[src/rtl/tpt_pkg.sv]
// Package for the tribble port transmitter: types, codes and constants.
// No dependencies; used by every module under rtl/.
package tpt_pkg;

	localparam int unsigned LIMIT_W = 24;
	localparam int unsigned PINS_W  = 5;
	localparam int unsigned BYTE_W  = 8;
	localparam int unsigned ERR_W   = 2;
	localparam int unsigned IDX_W   = 2;
	localparam int unsigned PADDR_W = 2;
	localparam int unsigned PDATA_W = 32;

	localparam logic [LIMIT_W-1:0] LIMIT_RESET = LIMIT_W'(50000);
	localparam logic [PINS_W-1:0]  PIN_BUSY    = 5'h08;
	localparam logic [PINS_W-1:0]  PIN_STROBE  = 5'h10;
	localparam logic [IDX_W-1:0]   LAST_TRIB   = 2'd2;

	// register map (byte addresses)
	localparam logic [PADDR_W-1:0] ADDR_TIMEOUT = 2'd0;

	typedef enum logic [1:0] {
		PH_IDLE     = 2'd0,
		PH_WAIT_LOW = 2'd1,
		PH_WAIT_ACK = 2'd2
	} phase_t;

	typedef enum logic [ERR_W-1:0] {
		ERR_NONE     = 2'd0,
		ERR_BUSY_LOW = 2'd1,
		ERR_ACK      = 2'd2
	} err_t;

	typedef enum logic {
		CMD_POLL  = 1'b0,
		CMD_START = 1'b1
	} cmd_t;

	// one result beat
	typedef struct packed {
		logic [PINS_W-1:0] pins;
		logic              done;
		err_t              err;
		logic              idle;
	} res_t;

endpackage

[src/rtl/tpt_regs.sv]
// Configuration register file (APB-style) for the tribble port transmitter.
// Depends on tpt_pkg.
module tpt_regs
	import tpt_pkg::*;
(
	input  logic               clk,
	input  logic               arst_n,
	input  logic               psel,
	input  logic               penable,
	input  logic               pwrite,
	input  logic [PADDR_W-1:0] paddr,
	input  logic [PDATA_W-1:0] pwdata,
	output logic [PDATA_W-1:0] prdata,
	output logic               pready,
	output logic [LIMIT_W-1:0] timeout_limit
);

	logic [LIMIT_W-1:0] limit_q;
	logic               wr_en;

	assign pready = 1'b1;
	assign wr_en  = psel & penable & pwrite & (paddr == ADDR_TIMEOUT);

	always_ff @(posedge clk or negedge arst_n) begin
		if (!arst_n) begin
			limit_q <= LIMIT_RESET;
		end else if (wr_en) begin
			limit_q <= pwdata[LIMIT_W-1:0];
		end
	end

	always_comb begin
		prdata = '0;
		if (paddr == ADDR_TIMEOUT) begin
			prdata = {{(PDATA_W-LIMIT_W){1'b0}}, limit_q};
		end
	end

	assign timeout_limit = limit_q;

endmodule

[src/rtl/tpt_core.sv]
// Handshake sequencer: phase, tribble shifter, poll counter and pin register.
// Depends on tpt_pkg. Produces the result of the beat being accepted.
module tpt_core
	import tpt_pkg::*;
(
	input  logic               clk,
	input  logic               arst_n,
	input  logic               accept,
	input  logic               command,
	input  logic [BYTE_W-1:0]  byte_value,
	input  logic               busy_in,
	input  logic [LIMIT_W-1:0] timeout_limit,
	output res_t               res
);

	phase_t             phase_q, phase_d;
	logic [IDX_W-1:0]   idx_q, idx_d;
	logic [BYTE_W-1:0]  shift_q, shift_d;
	logic [LIMIT_W-1:0] count_q, count_d;
	logic [PINS_W-1:0]  pins_q, pins_d;
	logic               done;
	err_t               err;
	logic               expired;

	assign expired = (count_q >= timeout_limit);

	always_ff @(posedge clk or negedge arst_n) begin
		if (!arst_n) begin
			phase_q <= PH_IDLE;
			idx_q   <= '0;
			shift_q <= '0;
			count_q <= '0;
			pins_q  <= '0;
		end else if (accept) begin
			phase_q <= phase_d;
			idx_q   <= idx_d;
			shift_q <= shift_d;
			count_q <= count_d;
			pins_q  <= pins_d;
		end
	end

	always_comb begin
		phase_d = phase_q;
		idx_d   = idx_q;
		shift_d = shift_q;
		count_d = count_q;
		pins_d  = pins_q;
		done    = 1'b0;
		err     = ERR_NONE;
		case (phase_q)
			PH_WAIT_LOW: begin
				if (command == CMD_POLL) begin
					if (!busy_in) begin
						pins_d  = {2'b00, shift_q[2:0]} | PIN_STROBE;
						count_d = '0;
						phase_d = PH_WAIT_ACK;
					end else if (expired) begin
						err     = ERR_BUSY_LOW;
						phase_d = PH_IDLE;
					end else begin
						count_d = count_q + 1'b1;
					end
				end
			end
			PH_WAIT_ACK: begin
				if (command == CMD_POLL) begin
					if (busy_in) begin
						pins_d  = PIN_BUSY;
						count_d = '0;
						if (idx_q >= LAST_TRIB) begin
							done    = 1'b1;
							idx_d   = '0;
							phase_d = PH_IDLE;
						end else begin
							idx_d   = idx_q + 1'b1;
							shift_d = shift_q >> 3;
							phase_d = PH_WAIT_LOW;
						end
					end else if (expired) begin
						err     = ERR_ACK;
						phase_d = PH_IDLE;
					end else begin
						count_d = count_q + 1'b1;
					end
				end
			end
			default: begin
				phase_d = PH_IDLE;
				if (command == CMD_START) begin
					shift_d = byte_value;
					idx_d   = '0;
					count_d = '0;
					pins_d  = PIN_BUSY;
					phase_d = PH_WAIT_LOW;
				end
			end
		endcase
		res.pins = pins_d;
		res.done = done;
		res.err  = err;
		res.idle = (phase_d == PH_IDLE);
	end

endmodule

[src/rtl/tpt_outreg.sv]
// Result register with valid/ready handshake for the tribble port transmitter.
// Depends on tpt_pkg.
module tpt_outreg
	import tpt_pkg::*;
(
	input  logic clk,
	input  logic arst_n,
	input  logic load,
	input  res_t res,
	input  logic out_ready,
	output logic out_valid,
	output logic hold,
	output res_t res_q
);

	logic valid_q;

	// full and not being drained
	assign hold      = valid_q & ~out_ready;
	assign out_valid = valid_q;

	always_ff @(posedge clk or negedge arst_n) begin
		if (!arst_n) begin
			valid_q <= 1'b0;
		end else if (load) begin
			valid_q <= 1'b1;
		end else if (out_ready) begin
			valid_q <= 1'b0;
		end
	end

	always_ff @(posedge clk) begin
		if (load) begin
			res_q <= res;
		end
	end

endmodule

[src/rtl/tribble_port_transmitter.sv]
// Top level of the tribble port transmitter.
// Depends on tpt_pkg, tpt_regs, tpt_core and tpt_outreg.
//
// Channel   Handshake               Beat contents
// input     in_valid / in_ready     command, byte_value, busy_in
// output    out_valid / out_ready   data_pins, byte_done, error_code, ready_res
// config    psel/penable/pready     paddr, pwdata, prdata (timeout_limit at 0x0)
//
// One beat per clock while in_ready is high: the sequencer state updates at
// the edge that accepts an input beat and the matching result is loaded into
// the result register there, so out_valid rises in the cycle after acceptance.
// in_ready drops only while the result register is full and out_ready is low.
// arst_n clears phase (idle), counters, pin register and the result valid.
module tribble_port_transmitter
	import tpt_pkg::*;
(
	input  logic               clk,
	input  logic               arst_n,
	// input channel
	input  logic               in_valid,
	output logic               in_ready,
	input  logic               command,
	input  logic [BYTE_W-1:0]  byte_value,
	input  logic               busy_in,
	// output channel
	output logic               out_valid,
	input  logic               out_ready,
	output logic [PINS_W-1:0]  data_pins,
	output logic               byte_done,
	output logic [ERR_W-1:0]   error_code,
	output logic               ready_res,
	// configuration port
	input  logic               psel,
	input  logic               penable,
	input  logic               pwrite,
	input  logic [PADDR_W-1:0] paddr,
	input  logic [PDATA_W-1:0] pwdata,
	output logic [PDATA_W-1:0] prdata,
	output logic               pready
);

	logic [LIMIT_W-1:0] timeout_limit;
	logic               accept;
	logic               hold;
	res_t               res;
	res_t               res_q;

	// a new beat may enter whenever the result register is empty or is being drained this cycle
	assign in_ready = ~hold;
	assign accept   = in_valid & in_ready;

	tpt_regs u_regs (
		.clk          (clk),
		.arst_n       (arst_n),
		.psel         (psel),
		.penable      (penable),
		.pwrite       (pwrite),
		.paddr        (paddr),
		.pwdata       (pwdata),
		.prdata       (prdata),
		.pready       (pready),
		.timeout_limit(timeout_limit)
	);

	tpt_core u_core (
		.clk          (clk),
		.arst_n       (arst_n),
		.accept       (accept),
		.command      (command),
		.byte_value   (byte_value),
		.busy_in      (busy_in),
		.timeout_limit(timeout_limit),
		.res          (res)
	);

	tpt_outreg u_out (
		.clk      (clk),
		.arst_n   (arst_n),
		.load     (accept),
		.res      (res),
		.out_ready(out_ready),
		.out_valid(out_valid),
		.hold     (hold),
		.res_q    (res_q)
	);

	assign data_pins  = res_q.pins;
	assign byte_done  = res_q.done;
	assign error_code = res_q.err;
	assign ready_res  = res_q.idle;

endmodule
[config.mk]
export PLATFORM = sky130hd
export DESIGN_NAME = tribble_port_transmitter
export DESIGN_NICKNAME = d
export VERILOG_FILES = /design/src/rtl/tpt_pkg.sv /design/src/rtl/tpt_regs.sv /design/src/rtl/tpt_core.sv /design/src/rtl/tpt_outreg.sv /design/src/rtl/tribble_port_transmitter.sv
export SDC_FILE = /design/constraint.sdc
export NUM_CORES = 1
export LEC_CHECK = 0
export BUFFER_PORTS_ARGS = -buffer_cell sky130_fd_sc_hd__clkbuf_2
export CAP_MARGIN = 20
export CORE_MARGIN = 5
export CORE_UTILIZATION = 60
export DETAILED_ROUTE_END_ITERATION = 10
export GPL_TIMING_DRIVEN = 0
export PLACE_DENSITY = 0.87
export SETUP_SLACK_MARGIN = 0.5
export SYNTH_ARGS = -nofsm -noshare
export SYNTH_HDL_FRONTEND = slang
export SYNTH_SLANG_ARGS = --single-unit
[constraint.sdc]
create_clock -name clk -period 6.6 [get_ports clk]
set_input_delay 0.33 -clock clk [delete_from_list [all_inputs] [get_ports clk]]
set_output_delay 0.33 -clock clk [all_outputs]
set_load 0.005 [all_outputs]
==> flow_results.org, run 1 <==
** Status
- The run finished with clean final reports.

** Global route
- Number of global-route vias before repair :: 4283
- Total global routing track utilization :: 0.243
- Total overflow reported by the global router :: 0
- The initial antenna violation count came to 0.
- The first global-routing pass estimated 19200 µm of wire.
- Pin count of the biggest net entering global routing :: 67

** STA
- After layout, the minimum clock period comes to 2980 ps.
- For this run, the top clock speed supported by timing is 0.336 GHz.
- Final hold violations :: 0
- For the pin with the worst max-slew slack, the measured transition is 913 ps.
- Setup violations remaining at the end of the flow were counted as 0.
- In the final timing run, aggregate negative setup slack is 0 ps.
- PnR worst setup slack :: 3620 ps
- Setup repair after global routing missed its margin :: false
- Number of max-slew violations in the final report :: 0
- Slew HR :: 0.392
- Of the available clock period, the critical path in the final layout requires 0.451.
- On the final layout, the worst clock skew is 7.78 ps.

** Placement
- During placement, the flow inserted port buffers numbering 77.
- The HPWL after detailed placement is 8230 µm.
- Last weighted congestion value of the routability-driven placer :: 0.930
- Number of placed cells counting well taps :: 690
- The placed instances occupy a cell area of 5050 µm².
- Post-Place Worst Slack :: 3700 ps

** Clocking
- Clock tree synthesis found a total of 75 sinks.
- After clock tree synthesis, the clock-pin slew on the worst setup and hold paths is 80 ps.
- Clock latency reported for the late side of the worst-skew pair :: 350 ps
- Maximum clock insertion buffer count :: 2
- Total clock buffers created by CTS :: 9
- Number of setup buffers added after CTS :: 0
- For this design, the CTS-stage hold fixing added 0 buffers.
- H-tree levels :: 3
- TritonCTS clock tree :: yes
- Root buffer cell :: clkbuf_8
- Cells resized by post-CTS repair :: 0

** Critical path
- Data arrival, critical path :: 3060 ps
- Setup slack on the worst flop-to-flop path :: 3620 ps
- On the worst path, the slowest cell contributes a delay of 520 ps.
- The worst register-to-register path begins at u_regs.timeout_limit[15].
- The signal on the critical path passes through inv_1 -> ha_1 -> a21oi_1 -> o21ai_0 -> a221oi_1 -> nand2_1 -> nor2_1 -> clkbuf_1 -> nor3b_1.
- Peak fanout along the critical path :: 10
- Required @ worst endpoint :: 6680 ps
- CP max stage cell :: dfstp_2
- STA classifies the critical path startpoint as a register.
- STA classifies the critical path endpoint as a register.
- Logic depth of the worst register-to-register path :: 9
- By startpoint and endpoint, the worst setup path is classified as reg2reg.
- Buffers and inverters on the worst path :: 2
- Gate family responsible for the most delay along the worst path :: simple AND/OR/NAND/NOR gates
- Capture point of the worst reg-to-reg path :: u_out.res_q[1]

** Synthesis
- After synthesis the netlist holds a flip-flop and latch count of 75.
- Number of warnings printed during yosys synthesis :: 0
- In the synthesized netlist the async set-or-reset flop fraction comes to 0.880.
- After synthesis, the mean cell area works out to 8.90 µm².
- Library cell with the highest instance count after synthesis :: nand2_1
- Ranked by instance count, the synthesized netlist is headed by nand2_1, dfrtp_1, o21ai_0.
- Synthesis produced 507 cells.
- Yosys attributes the largest share of cell area to dfrtp_1, ha_1, edfxtp_1, nand2_1, o21ai_0.
- The synthesized netlist occupies a cell area of 4510 µm².
- The most used flip-flop cell after synthesis is dfrtp_1.
- Of all cell types, the one taking the most synthesized area is dfrtp_1.
- The synthesized netlist contains 51 unique library cells.
- Share of Yosys cell area claimed by the top area cell type :: 0.333
- Number of flops mapped to enable cells by yosys :: 9
- Fraction of the yosys area taken by sequential cells :: 0.428

** Floorplan
- Die area :: 9350 µm²
- The die is 96.7 µm wide.
- I/O pins :: 95
- Vertical die dimension :: 96.7 µm
- Initial core utilization :: 0.619
- Number of placement rows :: 31
- In this run the standard cell core region covers 7290 µm².

** Finish
- Counting the fill cells in the layout gives 561.
- Fraction of layout cells with a size suffix above 1 :: 0.233
- For this run, the number of standard cells in the final layout without fillers is 705.
- Area growth from synthesis to final layout :: 17.0%
- The repair_antennas step left the layout with diodes totalling 0.
- Final Instance Area :: 5280 µm²
- At the end of the flow, the number of nets in the layout was 682.

** Power and ir drop
- Summing internal, switching and leakage power gives 1.49 mW.
- Worst VDD drop :: 0.191 mV
- Pwr per Cell Area :: 281 nW/µm²
- Lkg Pwr :: 2.40 nW

** Route
- Remaining antenna violation count after routing :: 0
- Total wire length after detailed routing :: 11200 µm
- Final routed DRC violation total :: 0
- In the final routed layout, each cell accounts on average for 15.8 µm.
- Detailed routing inserted a total of 4178 vias.
- Detailed-route vias per instance :: 5.93
- Detailed-router iteration count before antenna repair :: 8
- The first routing iteration left 225 violations.

** Min path
- The worst hold path belongs to the class in2async.

** Run
- Max-cap violations in this run came to 0.
==> registers in the layout (all words and copies together), names as in the netlist <==
register / cells
u_core.count_q: 24
u_core.idx_q: 2
u_core.phase_q: 2
u_core.pins_q: 5
u_core.shift_q: 8
u_out.out_valid: 1
u_out.res_q: 9
u_regs.timeout_limit: 24
==> stage by stage <==
step,util,hold WS [ps]
6_report,0.724,131
5_1_grt,0.724,179
4_1_cts,0.724,162
3_5_place_dp,0.693,474
3_3_place_gp,0.692,466
2_1_floorplan,-,34.4
==> report_power, final <==
part	leakage, nW	total (mW)	internal [mW]	switching [mW]
clock network	0.112	0.419	0.249	0.171
registers	0.931	0.624	0.571	0.0530
logic	1.35	0.442	0.177	0.265
total	2.40	1.49	0.997	0.489
==> layer usage <==
metal | part of all wire | global-route usage | up-vias
met5 | 0 | 0 | -
met4 | 0.024 | 0.0896 | 0
met3 | 0.058 | 0.0554 | 33
met2 | 0.50 | 0.415 | 155
met1 | 0.42 | 0.299 | 1993
li1 | - | - | 1997
==> how the worst max path moves through the flow <==
stage,endpoint,start,cells after the start,slack (ps)
after CTS,u_out.res_q[1],u_regs.timeout_limit[15],9,3670
after floorplan,u_core.count_q[14],u_regs.timeout_limit[9],10,4220
final,u_out.res_q[1],u_regs.timeout_limit[15],9,3620
after global routing,u_out.res_q[1],u_regs.timeout_limit[15],9,3400
after detailed placement,u_out.res_q[1],u_regs.timeout_limit[15],9,3700
after global placement,u_out.res_q[1],u_core.count_q[19],8,3760
==> layout make-up <==
type                    count  area [µm²]  share of cell area
well taps                  99         124              0.0235
multi-input cells         366        2280               0.431
clock inverters             5         103              0.0194
clock buffers              10         128              0.0242
flip-flops and latches     75        1930               0.365
inverters                  37         139              0.0263
plain buffers              36         194              0.0367
repair buffers             77         388              0.0735
==> layout by cell type (no fill, tap or decap), types with 3 or more instances in the layout <==
| cell | instances |
|---|---|
| a31oi_1 | 7 |
| mux2i_1 | 8 |
| inv_1 | 36 |
| nand2_1 | 66 |
| a31o_2 | 13 |
| a22o_1 | 4 |
| ha_1 | 29 |
| nor2b_1 | 5 |
| mux2_2 | 7 |
| nand3_1 | 9 |
| a311oi_1 | 6 |
| nor4_1 | 7 |
| o21ai_0 | 44 |
| dfrtp_1 | 60 |
| conb_1 | 9 |
| and4_1 | 3 |
| o31ai_1 | 9 |
| bufinv_16 | 3 |
| buf_4 | 10 |
| clkbuf_2 | 77 |
| or3_1 | 5 |
| or4_1 | 5 |
| nand4_1 | 11 |
| edfxtp_1 | 9 |
| dfstp_2 | 6 |
| nand2b_1 | 6 |
| buf_2 | 4 |
| and2_1 | 4 |
| nor3_1 | 33 |
| clkbuf_8 | 9 |
| a21oi_1 | 22 |
| clkbuf_1 | 19 |
| nor2_1 | 29 |
==> kinds of logic after synthesis <==
family,count (synthesis),share of synthesized area
muxes,15,0.0352
AOI/OAI and AO/OA,120,0.170
adders and majority gates,29,0.0804
buffers and inverters,73,0.0738
other,2,0.00166
and+or+nand+nor,193,0.212
DFF,75,0.428
(Power assumes the default switching activity.)
==> inputs of run 2 (changes only) <==
--- a/config.mk
+++ b/config.mk
@@ -8,10 +8,10 @@
 export BUFFER_PORTS_ARGS = -buffer_cell sky130_fd_sc_hd__clkbuf_2
 export CAP_MARGIN = 20
 export CORE_MARGIN = 5
-export CORE_UTILIZATION = 60
+export CORE_UTILIZATION = 55
 export DETAILED_ROUTE_END_ITERATION = 10
 export GPL_TIMING_DRIVEN = 0
-export PLACE_DENSITY = 0.87
+export PLACE_DENSITY = 0.8
 export SETUP_SLACK_MARGIN = 0.5
 export SYNTH_ARGS = -nofsm -noshare
 export SYNTH_HDL_FRONTEND = slang
==> constraint.sdc (replaced) <==
create_clock -name clk -period 2.9 [get_ports clk]
set_input_delay 0.145 -clock clk [delete_from_list [all_inputs] [get_ports clk]]
set_output_delay 0.145 -clock clk [all_outputs]
set_load 0.005 [all_outputs]
==> run 2 against run 1 <==
Non-clock buffer count rose by 43. Sequential share of layout area fell by 4.7 points. Final area rose by 15%. Global-route usage fell by 0.16 points. Highest routed layer unchanged. First-iteration DRC count rose by 69%. Critical path depth rose by 3. Die area rose by 8.1%. Critical endpoint is now u_core.count_q[22]. Via count rose by 6.7%. Register-to-register slack got worse by 3300 ps.
==> flow_results.org, run 2 (same netlist as run 1, synthesis figures left out) <==
** Status
- The flow ran to the end, and the final reports show no timing, DRC or antenna violations.

** Global route
- The global-route wire length before repair is 19600 µm (+2.1%).
- Pin count of the biggest net entering global routing :: 50 (-25%)
- The initial antenna violation count was 0 (unchanged).
- Number of global-route vias before repair :: 4240 (-1.0%)
- The leftover overflow at the end of global routing was 0 (unchanged).
- Total global routing track utilization :: 0.241 (-0.00158)

** Floorplan
- Vertical die dimension :: 101 µm (+4.0%)
- The area of the die is 10100 µm² (+8.1%).
- The placement row count came to 33 (+6.5%).
- Initial core utilization :: 0.558 (-0.0612)
- The die outline width is 101 µm (+4.0%).
- I/O pins :: 95 (unchanged)
- Placeable Area :: 8090 µm² (+11%)

** Run
- The number of violations of the max-capacitance limit came to 0 (unchanged).

** Route
- Remaining antenna violation count after routing :: 0 (unchanged)
- Final routed DRC violation total :: 0 (unchanged)
- Wire per inst :: 17.3 µm (+9.3%)
- Via count of the routed design :: 4456 (+6.7%)
- The wire length after detailed routing came to 13100 µm (+17%).
- Detailed-router iteration count before antenna repair :: 5 (-3)
- The per-cell via count in the routed design is 5.89 (-0.54%).
- The starting DRC count in detailed routing is 380 (+69%).

** Clocking
- Maximum clock insertion buffer count :: 2 (unchanged)
- H-tree levels :: 3 (unchanged)
- The clock buffer count from CTS is 9 (unchanged).
- Root buffer cell :: clkbuf_8
- Clock latency reported for the late side of the worst-skew pair :: 360 ps (about the same)
- TritonCTS built the clock tree.
- Clock edge transition at the registers on the reported setup and hold paths :: 90 ps (about the same)
- CTS sink cnt :: 75 (unchanged)

** STA
- Achievable frequency :: 0.394 GHz (+17%)
- Final cycle utilization of the critical path :: 0.875 (+0.424)
- The worst hold-check slack is 0.717 ps (-130 ps).
- Worst Max-Slew Pin Slew :: 526 ps (-387 ps)
- The final number of max-transition violations is 0 (unchanged).
- The remaining max-slew budget at the tightest pin was 0.648 (+0.257).
- The summed negative setup slack over all endpoints came to 0 ps (unchanged).
- PnR worst setup slack :: 362 ps (-3260 ps)
- Setup repair after global routing missed its margin :: true
- The setup-violating endpoint count in the final report came to 0 (unchanged).
- Min cycle time layout :: 2540 ps (-440 ps)
- The clock tree skew after final layout is 9.05 ps (+1.27 ps).
- Final hold violations :: 0 (unchanged)

** Critical path
- The largest individual stage delay along the critical path comes from the cell dfrtp_1.
- Crit end category :: register
- The combined buffer and inverter count along the critical path was 4 (+2).
- The worst setup path is of the reg2reg kind.
- Walking the worst path, the cells encountered are inv_2 -> ha_4 -> ha_4 -> a21oi_2 -> and4_1 -> buf_6 -> buf_6 -> nand3_4 -> buf_8 -> nor4_4 -> a31oi_2 -> a31o_2.
- Sort of element at the start of the critical path :: register
- Required @ worst endpoint :: 3160 ps (-3520 ps)
- Data arrival, critical path :: 2800 ps (-260 ps)
- The kind of cell with the highest combined delay along the critical path is simple AND/OR/NAND/NOR gates.
- The largest driver fanout on the critical path came to 8 (-2).
- Largest stage delay, worst path :: 450 ps (-70 ps)

** Finish
- The net count reported at finish came to 726 (+6.5%).
- Footprint of the multi-input gates :: 2550 µm² (+12%)
- The register area came to 1930 µm² (+0.13%).
- Fraction of layout cells with a size suffix above 1 :: 0.346 (+0.113)
- The share of the core filled with cells was 0.749 (+0.0247).
- The number of antenna diodes was 0 (unchanged).
- The area growth from synthesis to layout is 34.3%.
- Commonest non-fill, non-tap cell in the layout :: clkbuf_2
- Most frequent cells in the layout :: clkbuf_2, nand2_1, dfrtp_1
- The total of fill cells in the finished design is 558 (-0.53%).

** Placement
- Dpl hpwl :: 8300 µm (+0.87%)
- Last weighted congestion value of the routability-driven placer :: 0.878 (-5.6%)
- Post-Place Worst Slack :: -25.7 ps (-3730 ps)
- Count of input and output buffers :: 77 (unchanged)

** Power and ir drop
- The static leakage came to 2.77 nW (+16%).
- The peak ir drop on the vdd network was 0.536 mV (+180%).
- The power per standard cell area came to 591 nW/µm² (+110%).

** Min path
- Worst min path class :: in2reg
-- run 2: final cells by class --
type	count	share of cell area
Multi-Input combinational cell	367	0.420
Sequential cell	75	0.319
Inverter	37	0.0229
Timing Repair Buffer	120	0.134
Clock inverter	7	0.0176
Buffer	36	0.0444
Tap cell	105	0.0217
Clock buffer	9	0.0204
-- run 2: repair_timing --
item                       in CTS  in global routing
hold endpoints to repair       31                  0
hold buffers                   15                  0
setup buffers                   6                 19
gates cloned                    0                  3
resized for setup              45                 53
pin swaps                       6                 21
setup endpoints to repair      36                 37
-- run 2: layer usage --
layer  global-route usage  vias to the layer above  routed length, µm
li1                     -                     2087                  -
met1                0.304                     2107               5280
met2                0.400                      225               6470
met3               0.0491                       37                975
met4                0.109                        0                354
met5                    0                        -                  0
-- run 2: metrics by stage --
| stage | instances | power (mW) | cell area, µm² |
|---|---|---|---|
| floorplan | 514 | 2.11 | 4540 |
| global placement | 696 | 2.37 | 5050 |
| detailed placement | 697 | 2.43 | 5080 |
| CTS | 734 | 3.46 | 5680 |
| global route | 756 | 3.80 | 6060 |
| finish | 756 | 3.58 | 6060 |
-- run 2: final timing paths --
| check | from | to | slack [ps] | cells after the start |
|---|---|---|---|---|
| max in group asynchronous | arst_n | u_regs.timeout_limit[4] | 2090 | 3 |
| min in group asynchronous | arst_n | u_regs.timeout_limit[7] | 240 | 2 |
| hold reg to reg | u_core.shift_q[0] | u_core.shift_q[0] | 490 | 2 |
| hold / removal | pwdata[7] | u_regs.timeout_limit[7] | 0.7 | 3 |
| setup reg to reg | u_core.phase_q[0] | u_core.count_q[22] | 360 | 12 |
| setup / recovery | u_core.phase_q[0] | u_core.count_q[22] | 360 | 12 |
-- run 2: report_power, final --
part	internal, mW	switching (mW)
logic	0.518	0.693
clock network	0.503	0.444
registers	1.30	0.124
total	2.32	1.26
-- run 2: worst reg2reg max path, cell delays in order (launching register included) --
cell and delay, ps:
dfrtp_1 450, inv_2 80, ha_4 190, ha_4 160
a21oi_2 110, and4_1 220, buf_6 120, buf_6 100
nand3_4 100, buf_8 180, nor4_4 330, a31oi_2 170
a31o_2 240
==> inputs of run 3 (changes only) <==
--- a/config.mk
+++ b/config.mk
@@ -12,6 +12,7 @@
 export DETAILED_ROUTE_END_ITERATION = 10
 export GPL_TIMING_DRIVEN = 0
 export PLACE_DENSITY = 0.8
+export RECOVER_POWER = 50
 export SETUP_SLACK_MARGIN = 0.5
 export SYNTH_ARGS = -nofsm -noshare
 export SYNTH_HDL_FRONTEND = slang
==> run 3 against run 2 <==
Worst hold slack improved by 1.0 ps. First-iteration DRC count decreased by 2.9%. Sequential power about the same. Largest cell class unchanged. Sequential cell count unchanged. Clock skew decreased by 1.2 ps. Largest power group unchanged. Critical path type unchanged. Critical path depth unchanged. Final area decreased by 0.33%. Clock power about the same. Cell count unchanged. Register-to-register slack improved by 20 ps. Sequential share of layout area increased by 0.11 points. Combinational power about the same.
==> flow_results.org, run 3 (same netlist as run 1, synthesis figures left out) <==
** STA
- Final setup skew :: 7.86 ps (-1.19 ps)
- The post-layout worst setup margin is 377 ps (+15.2 ps).
- Number of max-slew violations in the final report :: 0 (unchanged)
- Setup repair after global routing could not meet its margin everywhere.
- Achievable frequency :: 0.396 GHz (+0.60%)
- The setup-violating endpoint count in the final report came to 0 (unchanged).
- The hold violation total from the final report is 0 (unchanged).
- Min cycle time layout :: 2520 ps (-15.2 ps)
- Slew HR :: 0.217 (-0.431)
- Final cycle utilization of the critical path :: 0.870 (-0.00526)
- The transition at the pin with the smallest max-transition slack is 1170 ps (+648 ps).

** Global route
- First-pass GRT wire length :: 19600 µm (unchanged)
- Number of global-route vias before repair :: 4240 (unchanged)
- Pin count of the biggest net entering global routing :: 50 (unchanged)
- The leftover overflow at the end of global routing is 0 (unchanged).
- Antenna violations before repair :: 0 (unchanged)
- Total global routing track utilization :: 0.241 (unchanged)

** Placement
- Post-Place Worst Slack :: -25.7 ps (unchanged)
- Last weighted congestion value of the routability-driven placer :: 0.878 (unchanged)
- The number of buffers inserted by port buffering was 77 (unchanged).
- Dpl hpwl :: 8300 µm (unchanged)

** Clocking
- Maximum clock insertion buffer count :: 2 (unchanged)
- Total clock buffers created by CTS :: 9 (unchanged)
- The latest clock arrival within the worst-skew pair is 360 ps (about the same).
- The number of H-tree branching levels was 3 (unchanged).
- The register clock-pin slew on the reported worst setup and hold paths is 90 ps (about the same).
- In this run the clock root is driven by a clkbuf_8.
- The number of sinks handled by clock tree synthesis was 75 (unchanged).
- TritonCTS clock tree :: yes

** Finish
- Net total in the final layout :: 726 (unchanged)
- Antenna diode count :: 0 (unchanged)
- Leaving out fill and tap cells, the most frequent cells in the layout are clkbuf_2, nand2_1, dfrtp_1.
- The library cell used most frequently in the layout, excluding fill and tap cells, is clkbuf_2.
- The share of the core filled with cells came to 0.746 (-0.00247).
- Fraction of layout cells with a size suffix above 1 :: 0.323 (-0.0230)
- Relative to the synthesized area, the layout overhead comes to 33.9%.

** Critical path
- Data arrival, critical path :: 2780 ps (-20 ps)
- The setup path with the least slack is of type reg2reg.
- The worst setup path is launched from a register.
- Crit end category :: register
- Required @ worst endpoint :: 3160 ps (about the same)
- The largest driver fanout on the critical path came to 8 (unchanged).

** Route
- Wire per inst :: 17.4 µm (+0.33%)
- Total wire length after detailed routing :: 13100 µm (+0.33%)
- The remaining design rule violation count was 0 (unchanged).
- The number of antenna-violating nets in the routed design is 0 (unchanged).
- Detailed-router iteration count before antenna repair :: 5 (unchanged)
- Detailed-route vias per instance :: 5.90 (+0.16%)
- The detailed-route via count was 4463 (+0.16%).
- The starting DRC count in detailed routing was 369 (-2.9%).

** Power and ir drop
- The static leakage was 2.73 nW (-1.6%).
- The power consumption is 3.57 mW (-0.31%).
- Design internal power :: 2.31 mW (-0.28%)
- Worst VDD drop :: 0.531 mV (-1.1%)
- The switching part of the total came to 0.352 (about the same).
- Pwr per Cell Area :: 591 nW/µm² (about the same)
- The net switching power of the design is 1.26 mW (-0.38%).
- Power share of the combinational group :: 0.337 (about the same)
- The proportion of power drawn by flip-flops and latches came to 0.399 (about the same).
- The relative contribution of the clock network to total power was 0.265 (about the same).

** Run
- Total of max-cap violations :: 0 (unchanged)

** Status
- Result of the run :: finished, final reports clean

** Floorplan
- The standard cell core area came to 8090 µm² (unchanged).
- The placement row count is 33 (unchanged).
- Vertical die dimension :: 101 µm (unchanged)
- The number of placed I/O pins came to 95 (unchanged).
- The initial core utilization was 0.558 (unchanged).
- Floorplan die width :: 101 µm (unchanged)
- The area of the die is 10100 µm² (unchanged).

** Min path
- The tightest min-delay check is of the in2reg type.
## run 3: cell counts in the layout (fill, tap and decap cells not counted)
No cell type changed its count.
## run 3: repair_timing
item	4_1_cts	5_1_grt
endpoints found under the hold margin	31	0
buffers inserted	6	19
pin swaps	6	21
hold buffers	15	0
resized for setup	45	53
cloned	0	3
setup endpoints to repair	36	37
## run 3: power by group through the flow
stage	logic, mW	registers, mW	clock network [mW]
6_report	1.20	1.42	0.945
2_1_floorplan	0.711	1.40	0
4_1_cts	1.09	1.42	0.953
3_3_place_gp	0.950	1.42	0
5_1_grt	1.33	1.45	1.01
3_5_place_dp	0.993	1.43	0
## run 3: routing by layer
metal,part of all wire,vias up,track usage
li1,-,2082,-
met1,0.41,2125,0.304
met2,0.50,213,0.400
met3,0.070,43,0.0491
met4,0.029,0,0.109
met5,0,-,0
## run 3: layout make-up
| type | instances | area, µm² |
|---|---|---|
| Clock inverter | 7 | 106 |
| Fill cell | 564 | 2050 |
| Inverter | 37 | 139 |
| Clock buffer | 9 | 124 |
| Timing Repair Buffer | 120 | 791 |
| Multi-Input combinational cell | 367 | 2550 |
| Sequential cell | 75 | 1930 |
| Buffer | 36 | 269 |
| Tap cell | 105 | 131 |
## run 3: per-stage QoR
stage / hold WS, ps / setup TNS [ps] / cells / area [µm²]
final: 1.76 / 0 / 756 / 6040
after global routing: 8.70 / 0 / 756 / 6040
after CTS: 1.30 / 0 / 734 / 5680
after detailed placement: 77.1 / -76.6 / 697 / 5080
after global placement: 342 / -11.9 / 696 / 5050
after floorplan: -151 / 0 / 514 / 4540
## run 3: worst paths after layout
check,slack [ps],end,start,depth (start not counted)
worst min-delay path,2,u_regs.timeout_limit[7],pwdata[7],3
max in group asynchronous,1510,u_regs.timeout_limit[4],arst_n,3
worst max-delay path,380,u_core.count_q[22],u_core.phase_q[0],12
worst min register to register,490,u_core.shift_q[0],u_core.shift_q[0],2
worst max register to register,380,u_core.count_q[22],u_core.phase_q[0],12
min in group asynchronous,540,u_regs.timeout_limit[7],arst_n,2
## run 3: critical path, cell delays in order, from the launching register on
cell,delay [ps]
dfrtp_1,450
inv_2,80
ha_4,180
ha_4,160
a21oi_2,110
and4_1,210
buf_6,120
buf_6,100
nand3_4,100
buf_8,180
nor4_4,330
a31oi_2,160
a31o_2,240
